--- src/hw/rtl/csl_pkg.sv ---
// ----------------------------------------------------------------------------
// csl_pkg
// Shared types, token codes and character helpers for the C subset lexer.
// ----------------------------------------------------------------------------
package csl_pkg;

    localparam int unsigned DEF_LINE_BITS     = 20;
    localparam int unsigned DEF_POSITION_BITS = 32;
    localparam int unsigned DEF_LENGTH_BITS   = 16;

    localparam int unsigned KIND_W = 5;
    localparam int unsigned ERR_W  = 3;

    // Lexer modes, one-hot
    typedef enum logic [12:0] {
        M_IDLE       = 13'b0000000000001,
        M_IDENT      = 13'b0000000000010,
        M_NUMBER     = 13'b0000000000100,
        M_SLASH      = 13'b0000000001000,
        M_ASSIGN     = 13'b0000000010000,
        M_COMMENT    = 13'b0000000100000,
        M_STRING     = 13'b0000001000000,
        M_STRING_ESC = 13'b0000010000000,
        M_CHAR_OPEN  = 13'b0000100000000,
        M_CHAR_ESC   = 13'b0001000000000,
        M_CHAR_CLOSE = 13'b0010000000000,
        M_CHAR_SKIP  = 13'b0100000000000,
        M_SKIP_LINE  = 13'b1000000000000
    } mode_t;

    // Token kinds
    localparam logic [KIND_W-1:0] K_VOID   = 5'd0;
    localparam logic [KIND_W-1:0] K_CHARKW = 5'd1;
    localparam logic [KIND_W-1:0] K_INTKW  = 5'd2;
    localparam logic [KIND_W-1:0] K_IF     = 5'd3;
    localparam logic [KIND_W-1:0] K_ELSE   = 5'd4;
    localparam logic [KIND_W-1:0] K_WHILE  = 5'd5;
    localparam logic [KIND_W-1:0] K_FOR    = 5'd6;
    localparam logic [KIND_W-1:0] K_MAIN   = 5'd7;
    localparam logic [KIND_W-1:0] K_IDENT  = 5'd8;
    localparam logic [KIND_W-1:0] K_INT    = 5'd9;
    localparam logic [KIND_W-1:0] K_STRING = 5'd10;
    localparam logic [KIND_W-1:0] K_CHAR   = 5'd11;
    localparam logic [KIND_W-1:0] K_ASSIGN = 5'd12;
    localparam logic [KIND_W-1:0] K_EQ     = 5'd13;
    localparam logic [KIND_W-1:0] K_PLUS   = 5'd14;
    localparam logic [KIND_W-1:0] K_MINUS  = 5'd15;
    localparam logic [KIND_W-1:0] K_STAR   = 5'd16;
    localparam logic [KIND_W-1:0] K_SLASH  = 5'd17;
    localparam logic [KIND_W-1:0] K_GT     = 5'd18;
    localparam logic [KIND_W-1:0] K_LT     = 5'd19;
    localparam logic [KIND_W-1:0] K_LPAREN = 5'd20;
    localparam logic [KIND_W-1:0] K_RPAREN = 5'd21;
    localparam logic [KIND_W-1:0] K_LBRACE = 5'd22;
    localparam logic [KIND_W-1:0] K_RBRACE = 5'd23;
    localparam logic [KIND_W-1:0] K_LBRACK = 5'd24;
    localparam logic [KIND_W-1:0] K_RBRACK = 5'd25;
    localparam logic [KIND_W-1:0] K_SEMI   = 5'd26;
    localparam logic [KIND_W-1:0] K_COMMA  = 5'd27;

    // Error codes
    localparam logic [ERR_W-1:0] E_NONE    = 3'd0;
    localparam logic [ERR_W-1:0] E_UNDEF   = 3'd1;
    localparam logic [ERR_W-1:0] E_COMMENT = 3'd2;
    localparam logic [ERR_W-1:0] E_STRING  = 3'd3;
    localparam logic [ERR_W-1:0] E_CHAR    = 3'd4;

    // Character codes
    localparam logic [7:0] CH_NL    = 8'h0A;
    localparam logic [7:0] CH_DQ    = 8'h22;
    localparam logic [7:0] CH_SQ    = 8'h27;
    localparam logic [7:0] CH_BSL   = 8'h5C;
    localparam logic [7:0] CH_STAR  = 8'h2A;
    localparam logic [7:0] CH_SLASH = 8'h2F;
    localparam logic [7:0] CH_EQ    = 8'h3D;
    localparam logic [7:0] CH_UNDER = 8'h5F;

    function automatic logic is_lower(input logic [7:0] b);
        return (b >= 8'h61) && (b <= 8'h7A);
    endfunction

    function automatic logic is_alpha(input logic [7:0] b);
        return is_lower(b) || ((b >= 8'h41) && (b <= 8'h5A));
    endfunction

    function automatic logic is_digit(input logic [7:0] b);
        return (b >= 8'h30) && (b <= 8'h39);
    endfunction

    function automatic logic is_space(input logic [7:0] b);
        return (b == 8'h20) || (b == CH_NL) || ((b >= 8'h09) && (b <= 8'h0D));
    endfunction

    // Uppercase a letter
    function automatic logic [7:0] to_upper(input logic [7:0] b);
        return is_lower(b) ? (b - 8'd32) : b;
    endfunction

    // Keyword lookup on the packed uppercase letters
    function automatic logic [KIND_W-1:0] word_kind(input logic [39:0] kw, input logic short);
        logic [KIND_W-1:0] k;
        k = K_IDENT;
        if (short)
        begin
            case (kw)
                40'h00564F4944: k = K_VOID;
                40'h0043484152: k = K_CHARKW;
                40'h0000494E54: k = K_INTKW;
                40'h0000004946: k = K_IF;
                40'h00454C5345: k = K_ELSE;
                40'h5748494C45: k = K_WHILE;
                40'h0000464F52: k = K_FOR;
                40'h004D41494E: k = K_MAIN;
                default:        k = K_IDENT;
            endcase
        end
        return k;
    endfunction

    // One-character operators: valid flag and kind
    function automatic logic [KIND_W:0] op_kind(input logic [7:0] b);
        logic [KIND_W:0] r;
        case (b)
            8'h2B:   r = {1'b1, K_PLUS};
            8'h2D:   r = {1'b1, K_MINUS};
            8'h2A:   r = {1'b1, K_STAR};
            8'h3E:   r = {1'b1, K_GT};
            8'h3C:   r = {1'b1, K_LT};
            8'h28:   r = {1'b1, K_LPAREN};
            8'h29:   r = {1'b1, K_RPAREN};
            8'h7B:   r = {1'b1, K_LBRACE};
            8'h7D:   r = {1'b1, K_RBRACE};
            8'h5B:   r = {1'b1, K_LBRACK};
            8'h5D:   r = {1'b1, K_RBRACK};
            8'h3B:   r = {1'b1, K_SEMI};
            8'h2C:   r = {1'b1, K_COMMA};
            default: r = {1'b0, K_IDENT};
        endcase
        return r;
    endfunction

endpackage

--- src/hw/rtl/c_subset_lexer.sv ---
// ----------------------------------------------------------------------------
// c_subset_lexer
// Byte-serial lexer for a small C subset with a four-entry result queue.
// ----------------------------------------------------------------------------
// Usage:
//   Slave channel s_*: one source byte per transfer in s_tdata[7:0]; a transfer
//   with s_tlast high marks end of input (its byte is ignored), flushes any
//   pending token or open-construct error, and returns the lexer to its reset
//   state so the next byte starts a new source.
//   Master channel m_*: one token or error per transfer; m_tlast is high on the
//   last result caused by one input transfer.
//   Throughput: one byte per cycle while s_tready is high. Each byte updates
//   the lexer state in the cycle it is accepted, using one level of mode decode
//   and the keyword compare, and pushes zero, one or two results into the queue.
//   Results enter the queue registers when the completing byte is accepted;
//   words, numbers, / and = complete on the next byte, others on their last.
//   s_tready is high while the queue has room for two results, so a stalled
//   receiver halts input after the queue fills; nothing is dropped.
//   Reset (rst_n low, asynchronous): queue emptied, line count 1, byte
//   position 0, lexer idle between tokens.
// ----------------------------------------------------------------------------
module c_subset_lexer
    import csl_pkg::*;
#(
    parameter int unsigned LINE_BITS     = DEF_LINE_BITS,
    parameter int unsigned POSITION_BITS = DEF_POSITION_BITS,
    parameter int unsigned LENGTH_BITS   = DEF_LENGTH_BITS,
    localparam int unsigned DATA_W       = KIND_W + ERR_W + LINE_BITS
                                           + POSITION_BITS + LENGTH_BITS,
    localparam int unsigned M_DATA_W     = ((DATA_W + 7) / 8) * 8
)
(
    input  logic                clk,
    input  logic                rst_n,
    input  logic                s_tvalid,
    output logic                s_tready,
    input  logic [7:0]          s_tdata,   // [7:0] source_byte
    input  logic                s_tlast,   // end_of_input
    output logic                m_tvalid,
    input  logic                m_tready,
    output logic [M_DATA_W-1:0] m_tdata,   // token_kind, error_code, line_number,
                                           // lexeme_start, lexeme_length, zero pad
    output logic                m_tlast    // last_of_run
);

    localparam int unsigned ENT_W = DATA_W + 1;

    typedef logic [LINE_BITS-1:0]     line_t;
    typedef logic [POSITION_BITS-1:0] pos_t;
    typedef logic [LENGTH_BITS-1:0]   len_t;

    // Lexer state
    mode_t       mode_reg,  mode_next;
    logic [39:0] kw_reg,    kw_next;
    len_t        len_reg,   len_next;
    pos_t        start_reg, start_next;
    pos_t        pos_reg,   pos_next;
    line_t       line_reg,  line_next;
    line_t       tline_reg, tline_next;
    logic        star_reg,  star_next;

    // Result queue
    logic [ENT_W-1:0] q_reg [4];
    logic [1:0]       wr_reg, wr_next;
    logic [1:0]       rd_reg, rd_next;
    logic [2:0]       cnt_reg, cnt_next;

    logic        in_xfer, out_xfer;
    logic [7:0]  b;
    logic [7:0]  up;
    len_t        len_inc;
    logic        restart;
    logic [KIND_W:0] op;

    logic              p1_v, p2_v;
    logic [KIND_W-1:0] p1_kind, p2_kind;
    logic [ERR_W-1:0]  p1_err, p2_err;
    len_t              p1_len, p2_len;
    logic [DATA_W-1:0] p1_data, p2_data;

    assign in_xfer  = s_tvalid && s_tready;
    assign out_xfer = m_tvalid && m_tready;
    assign b        = s_tdata;
    assign up       = to_upper(b);
    assign len_inc  = (len_reg == '1) ? len_reg : len_reg + 1'b1;
    assign op       = op_kind(b);

    // Next lexer state and results for the byte on the slave side
    always_comb
    begin
        mode_next  = mode_reg;
        kw_next    = kw_reg;
        len_next   = len_reg;
        start_next = start_reg;
        tline_next = tline_reg;
        star_next  = star_reg;
        pos_next   = pos_reg + 1'b1;
        line_next  = ((b == CH_NL) && (line_reg != '1)) ? line_reg + 1'b1 : line_reg;
        restart    = 1'b0;
        p1_v       = 1'b0;
        p1_kind    = K_VOID;
        p1_err     = E_NONE;
        p1_len     = len_reg;
        p2_v       = 1'b0;
        p2_kind    = K_VOID;
        p2_err     = E_NONE;
        p2_len     = '0;

        if (s_tlast)
        begin
            // flush, then back to reset state
            case (mode_reg)
                M_IDENT:
                begin
                    p1_v    = 1'b1;
                    p1_kind = word_kind(kw_reg, len_reg <= LENGTH_BITS'(5));
                end
                M_NUMBER:
                begin
                    p1_v    = 1'b1;
                    p1_kind = K_INT;
                end
                M_SLASH:
                begin
                    p1_v    = 1'b1;
                    p1_kind = K_SLASH;
                end
                M_ASSIGN:
                begin
                    p1_v    = 1'b1;
                    p1_kind = K_ASSIGN;
                end
                M_COMMENT:
                begin
                    p1_v   = 1'b1;
                    p1_err = E_COMMENT;
                    p1_len = '0;
                end
                M_STRING, M_STRING_ESC:
                begin
                    p1_v   = 1'b1;
                    p1_err = E_STRING;
                    p1_len = '0;
                end
                M_CHAR_OPEN, M_CHAR_ESC, M_CHAR_CLOSE:
                begin
                    p1_v   = 1'b1;
                    p1_err = E_CHAR;
                    p1_len = '0;
                end
                default:
                begin
                end
            endcase
            mode_next  = M_IDLE;
            kw_next    = '0;
            len_next   = '0;
            start_next = '0;
            pos_next   = '0;
            line_next  = LINE_BITS'(1);
            tline_next = LINE_BITS'(1);
            star_next  = 1'b0;
        end
        else
        begin
            // continue the current token
            case (mode_reg)
                M_IDENT:
                begin
                    if (is_alpha(b) || is_digit(b) || (b == CH_UNDER))
                    begin
                        if (len_reg < LENGTH_BITS'(5))
                            kw_next = {kw_reg[31:0], up};
                        len_next = len_inc;
                    end
                    else
                    begin
                        p1_v    = 1'b1;
                        p1_kind = word_kind(kw_reg, len_reg <= LENGTH_BITS'(5));
                        restart = 1'b1;
                    end
                end
                M_NUMBER:
                begin
                    if (is_digit(b))
                        len_next = len_inc;
                    else
                    begin
                        p1_v    = 1'b1;
                        p1_kind = K_INT;
                        restart = 1'b1;
                    end
                end
                M_SLASH:
                begin
                    if (b == CH_STAR)
                    begin
                        star_next = 1'b0;
                        mode_next = M_COMMENT;
                    end
                    else
                    begin
                        p1_v    = 1'b1;
                        p1_kind = K_SLASH;
                        restart = 1'b1;
                    end
                end
                M_ASSIGN:
                begin
                    p1_v = 1'b1;
                    if (b == CH_EQ)
                    begin
                        p1_kind   = K_EQ;
                        p1_len    = LENGTH_BITS'(2);
                        len_next  = LENGTH_BITS'(2);
                        mode_next = M_IDLE;
                    end
                    else
                    begin
                        p1_kind = K_ASSIGN;
                        restart = 1'b1;
                    end
                end
                M_COMMENT:
                begin
                    if (star_reg && (b == CH_SLASH))
                    begin
                        star_next = 1'b0;
                        mode_next = M_IDLE;
                    end
                    else
                        star_next = (b == CH_STAR);
                end
                M_STRING, M_STRING_ESC:
                begin
                    if (b == CH_NL)
                    begin
                        p1_v      = 1'b1;
                        p1_err    = E_STRING;
                        p1_len    = '0;
                        mode_next = M_IDLE;
                    end
                    else if ((mode_reg == M_STRING) && (b == CH_DQ))
                    begin
                        p1_v      = 1'b1;
                        p1_kind   = K_STRING;
                        mode_next = M_IDLE;
                    end
                    else
                    begin
                        len_next  = len_inc;
                        mode_next = ((mode_reg == M_STRING) && (b == CH_BSL))
                                    ? M_STRING_ESC : M_STRING;
                    end
                end
                M_CHAR_OPEN:
                begin
                    if ((b == CH_SQ) || (b == CH_NL))
                    begin
                        p1_v      = 1'b1;
                        p1_err    = E_CHAR;
                        p1_len    = '0;
                        mode_next = M_IDLE;
                    end
                    else
                    begin
                        len_next  = LENGTH_BITS'(1);
                        mode_next = (b == CH_BSL) ? M_CHAR_ESC : M_CHAR_CLOSE;
                    end
                end
                M_CHAR_ESC:
                begin
                    if (b == CH_NL)
                    begin
                        p1_v      = 1'b1;
                        p1_err    = E_CHAR;
                        p1_len    = '0;
                        mode_next = M_IDLE;
                    end
                    else
                    begin
                        len_next  = LENGTH_BITS'(2);
                        mode_next = M_CHAR_CLOSE;
                    end
                end
                M_CHAR_CLOSE:
                begin
                    p1_v = 1'b1;
                    if (b == CH_SQ)
                    begin
                        p1_kind   = K_CHAR;
                        mode_next = M_IDLE;
                    end
                    else
                    begin
                        p1_err    = E_CHAR;
                        p1_len    = '0;
                        mode_next = (b == CH_NL) ? M_IDLE : M_CHAR_SKIP;
                    end
                end
                M_CHAR_SKIP:
                begin
                    if ((b == CH_NL) || (b == CH_SQ))
                        mode_next = M_IDLE;
                end
                M_SKIP_LINE:
                begin
                    if (b == CH_NL)
                        mode_next = M_IDLE;
                end
                default:
                    restart = 1'b1;
            endcase

            // start a new token with this byte
            if (restart)
            begin
                start_next = pos_reg;
                tline_next = line_reg;
                len_next   = LENGTH_BITS'(1);
                mode_next  = M_IDLE;
                if (is_space(b))
                begin
                end
                else if (is_alpha(b) || (b == CH_UNDER))
                begin
                    kw_next   = {32'd0, up};
                    mode_next = M_IDENT;
                end
                else if (is_digit(b))
                    mode_next = M_NUMBER;
                else if (b == CH_SLASH)
                    mode_next = M_SLASH;
                else if (b == CH_EQ)
                    mode_next = M_ASSIGN;
                else if ((b == CH_DQ) || (b == CH_SQ))
                begin
                    start_next = pos_reg + 1'b1;
                    len_next   = '0;
                    mode_next  = (b == CH_DQ) ? M_STRING : M_CHAR_OPEN;
                end
                else if (op[KIND_W])
                begin
                    p2_v    = 1'b1;
                    p2_kind = op[KIND_W-1:0];
                    p2_len  = LENGTH_BITS'(1);
                end
                else
                begin
                    p2_v      = 1'b1;
                    p2_err    = E_UNDEF;
                    mode_next = M_SKIP_LINE;
                end
            end
        end
    end

    // Pack results: the second one carries the start of the new token
    assign p1_data = {p1_len, start_reg, tline_reg, p1_err, p1_kind};
    assign p2_data = {p2_len, pos_reg, line_reg, p2_err, p2_kind};

    // Queue pointers and fill count
    always_comb
    begin
        wr_next  = wr_reg;
        rd_next  = rd_reg;
        cnt_next = cnt_reg;
        if (in_xfer)
        begin
            wr_next  = wr_reg + {1'b0, p1_v} + {1'b0, p2_v};
            cnt_next = cnt_reg + {2'b00, p1_v} + {2'b00, p2_v};
        end
        if (out_xfer)
        begin
            rd_next  = rd_reg + 1'b1;
            cnt_next = cnt_next - 1'b1;
        end
    end

    // Hold control and lexer state
    always_ff @(posedge clk or negedge rst_n)
    begin
        if (!rst_n)
        begin
            mode_reg  <= M_IDLE;
            kw_reg    <= '0;
            len_reg   <= '0;
            start_reg <= '0;
            pos_reg   <= '0;
            line_reg  <= LINE_BITS'(1);
            tline_reg <= LINE_BITS'(1);
            star_reg  <= 1'b0;
            wr_reg    <= '0;
            rd_reg    <= '0;
            cnt_reg   <= '0;
        end
        else
        begin
            if (in_xfer)
            begin
                mode_reg  <= mode_next;
                kw_reg    <= kw_next;
                len_reg   <= len_next;
                start_reg <= start_next;
                pos_reg   <= pos_next;
                line_reg  <= line_next;
                tline_reg <= tline_next;
                star_reg  <= star_next;
            end
            wr_reg  <= wr_next;
            rd_reg  <= rd_next;
            cnt_reg <= cnt_next;
        end
    end

    // Write results into the queue
    always_ff @(posedge clk)
    begin
        if (in_xfer)
        begin
            if (p1_v)
                q_reg[wr_reg] <= {!p2_v, p1_data};
            if (p2_v)
                q_reg[wr_reg + {1'b0, p1_v}] <= {1'b1, p2_data};
        end
    end

    assign s_tready = (cnt_reg <= 3'd2);
    assign m_tvalid = (cnt_reg != 3'd0);
    assign m_tdata  = M_DATA_W'(q_reg[rd_reg][DATA_W-1:0]);
    assign m_tlast  = q_reg[rd_reg][DATA_W];

`ifndef SYNTHESIS
    a_cnt_bound: assert property (@(posedge clk) disable iff (!rst_n)
        cnt_reg <= 3'd4)
        else $error("result queue overflow");

    a_eoi_mode: assert property (@(posedge clk) disable iff (!rst_n)
        (in_xfer && s_tlast) |=> (mode_reg == M_IDLE))
        else $error("lexer not idle after end of input");

    a_eoi_counts: assert property (@(posedge clk) disable iff (!rst_n)
        (in_xfer && s_tlast) |=> ((pos_reg == '0) && (line_reg == LINE_BITS'(1))))
        else $error("position or line not restarted after end of input");
`endif

endmodule

--- config.mk ---
export PLATFORM = sky130hd
export DESIGN_NAME = c_subset_lexer
export DESIGN_NICKNAME = d
export VERILOG_FILES = /design/src/hw/rtl/csl_pkg.sv /design/src/hw/rtl/c_subset_lexer.sv
export SDC_FILE = /design/constraint.sdc
export NUM_CORES = 1
export LEC_CHECK = 0
export BUFFER_PORTS_ARGS = -buffer_cell sky130_fd_sc_hd__buf_4
export CAP_MARGIN = 30
export CORE_AREA = 10 10 332 334
export DETAILED_ROUTE_END_ITERATION = 12
export DIE_AREA = 0 0 342 344
export GPL_TIMING_DRIVEN = 0
export PLACE_DENSITY_LB_ADDON = 0.12
export SYNTH_ARGS = -nofsm -noshare
export SYNTH_HDL_FRONTEND = slang
export SYNTH_SLANG_ARGS = --single-unit
--- constraint.sdc ---
create_clock -name clk -period 6.2 [get_ports clk]
set_clock_uncertainty 0.2 [all_clocks]
set_input_delay 1.24 -clock clk [delete_from_list [all_inputs] [get_ports clk]]
set_output_delay 1.24 -clock clk [all_outputs]
set_load 0.01 [all_outputs]
==> flow_summary.json <==
{
  "netlist_area_um2": 25620,
  "htree_levels": 2,
  "cts.sinks": 489,
  "start_kind": "input pin",
  "post_dp_cell_area_um2": 28400,
  "r2r-start": "mode_reg[11]",
  "path_class": "in -> reg",
  "final_cell_area_um2": 30430,
  "cts_setup_buffers": 0,
  "grt_start_max_net_pins": 75,
  "cts.clk_slew.worst_paths_ps": 60,
  "drt_pass1_iterations": 5,
  "synth-edff-count": 236,
  "ys_seq_area_share_pct": 50.99,
  "die_area_um2": 117600,
  "cp.required_ps": 6350,
  "p_sw_w": 0.003607,
  "wl_um": 99570,
  "power_density_nw_per_um2": 344.2,
  "gp_congestion": 0.8815,
  "nNetsFinal": 2519,
  "start_util_pct": 24.82,
  "grt_pass1_wl_um": 146800,
  "drt-initial-drc-count": 1727,
  "synth_area_leaders": "edfxtp_1 28%, dfrtp_1 17%, a22o_1 8.8%",
  "first_global_vias": 21250,
  "yosysTopAreaCellShare_pct": 27.66,
  "cts.path.max_buffers": 3,
  "crit_fanout": 10,
  "dpl.cell_count": 3810,
  "worst_pin_slew_ps": 995.6,
  "setup_violations": 0,
  "slew_viol_final": 0,
  "max_freq_mhz": 166.4,
  "ys_top_cells_by_count": "258 x a22o_1, 236 x edfxtp_1, 226 x nand2_1",
  "io_buffers": 90,
  "largest_reg_flops": 308,
  "grt_setup_unrepaired": "false",
  "syn-instance-count": 2317,
  "fp.dieW_um": 342,
  "r2r_slack_ps": 560,
  "syn_to_final_growth_pct": 18.80,
  "ant_nets": 0,
  "status": "complete, no violations",
  "p_seq_share_pct": 35.8,
  "num_rows": 118,
  "relSlewSlack_pct": 33.63,
  "cp_data_arrival_time_ps": 6160,
  "core_area_um2": 103200,
  "viasPerCell": 5.294,
  "pwr-share-clk_pct": 33.5,
  "final_util_pct": 29.49,
  "yosysUniqueCellTypes": 102,
  "num-fill-cells": 10590,
  "max_cap_viol_count": 0,
  "final_hold_viol_count": 0,
  "multiInputGateArea_um2": 11540,
  "endpoint_kind": "flip-flop",
  "pwr-share-comb_pct": 30.6,
  "avgSynthCellArea_um2": 11.06,
  "regArea_um2": 13060,
  "cts_tree": "done",
  "postCtsHoldBufs": 0,
  "fp.dieH_um": 344,
  "routedWlPerCell_um": 25.36,
  "hold_depth": 2,
  "pin_count": 96,
  "hold_path_end": "q_reg[3][68]",
  "swShare_pct": 34.43,
  "post-synth-top-area-cell": "edfxtp_1",
  "clk_latency_ps": 650,
  "p_int_w": 0.006868,
  "drive_gt1_share_pct": 16.31,
  "fin_cells": 3926,
  "synth_seq_cells": 489,
  "grt_overflow": 0,
  "antenna_found_initial": 3,
  "yosys_warnings": 0,
  "min_period_ps": 6010,
  "dr_total_vias": 20780,
  "grtUsageTotal_pct": 16.46,
  "hold_start": "q_reg[3][68]",
  "min_path_type": "reg -> reg",
  "ir_drop_mv": 0.2123,
  "r2r_end": "q_reg[1][34]",
  "clock-root-buffer": "clkbuf_16",
  "async_flop_share_pct": 37.01,
  "drc": 0,
  "cts_buffers": 60,
  "finalCritPeriodShare_pct": 96.93,
  "synthFlopType": "edfxtp_1",
  "yosysMostFrequentCell": "a22o_1",
  "hpwl_um": 69810,
  "r2r_cells": 14,
  "power_leakage_nw": 10.82
}
[power by group through the flow]
stage	combinational [W]	clock, W	sequential (W)
final	0.00321	0.00351	0.00375
after global routing	0.00345	0.00373	0.00377
after CTS	0.00327	0.00361	0.00375
after detailed placement	0.00325	0	0.00381
after global placement	0.00314	0	0.00382
after floorplan	0.00178	0	0.00377
[metal layers]
| metal | global-route usage, % | share of wire [%] |
|---|---|---|
| met4 | 4.529 | 2.5 |
| met5 | 0 | 0 |
| met1 | 21.79 | 44 |
| met3 | 2.547 | 5.1 |
| met2 | 27.71 | 48 |
[cells in the final DEF (no fill, tap or decap), drive strengths merged, types with 40 or more instances in the layout]
master / n
dfxtp: 72
nand4: 53
buf: 204
dfrtp: 178
nor2: 111
edfxtp: 236
mux4: 77
a22o: 258
clkbuf: 235
nand3: 109
xor2: 40
o21ai: 127
a21oi: 124
nand2: 227
[logic make-up after synthesis]
logic type      after synthesis  synth area share [%]
compound gates              674                 19.52
xor+xnor                     66                 2.257
fa+ha+maj                    13                0.6642
buf+inv                     256                 4.337
flops                       489                 50.99
mux                          97                 7.605
other cells                   1               0.01464
simple gates                721                 14.61
[critical path, cell delays in order]
cell and delay [ps]:
buf_4 110, buf_2 250, nor4bb_1 640, nand4_1 200, o21ai_1 350, o311ai_4 290
buf_6 240, buf_4 190, o21a_1 240, ha_1 390, o2111ai_4 230, nor2_1 620
buf_6 230, clkbuf_1 690, o21ai_1 210
[cell type report]
class | instances | share of cell area, %
multi-input combinational | 1575 | 37.92
sequential | 489 | 42.92
antenna | 2 | 0.01645
clock inverter | 19 | 0.5345
inverter | 22 | 0.2713
tap | 1380 | 5.674
buffer | 234 | 3.392
clock buffer | 94 | 5.887
timing repair buffer | 111 | 3.388
[stage by stage]
| stage | total power (W) | hold WS [ps] | setup slack [ps] | setup TNS [ps] |
|---|---|---|---|---|
| after floorplan | 0.005542 | 228.7 | 11.88 | 0 |
| after global placement | 0.006966 | 235.1 | -3106 | -859580 |
| after detailed placement | 0.007067 | 243.9 | -1014 | -299950 |
| after CTS | 0.01063 | 252.1 | 34.70 | 0 |
| after global routing | 0.01095 | 270.8 | 6.738 | 0 |
| final | 0.01048 | 250.7 | 190.3 | 0 |
[worst max path at each step]
stage	startpoint	endpoint	slack (ps)	cells past startpoint
global placement	s_tdata[6]	q_reg[3][43]	-3110	16
detailed placement	s_tdata[6]	q_reg[1][46]	-1010	17
CTS	s_tdata[6]	q_reg[3][41]	30	17
finish	s_tdata[6]	q_reg[1][34]	190	15
global route	s_tdata[6]	q_reg[1][34]	7	15
floorplan	s_tdata[6]	q_reg[0][0]	10	15
[what timing repair did]
action | in CTS | in global routing
pin swaps | 0 | 0
endpoints found under the hold margin | 0 | 0
endpoints found under the setup margin | 148 | 178
resized for setup | 8 | 4
No activity file was read; power rests on OpenSTA's default activity.
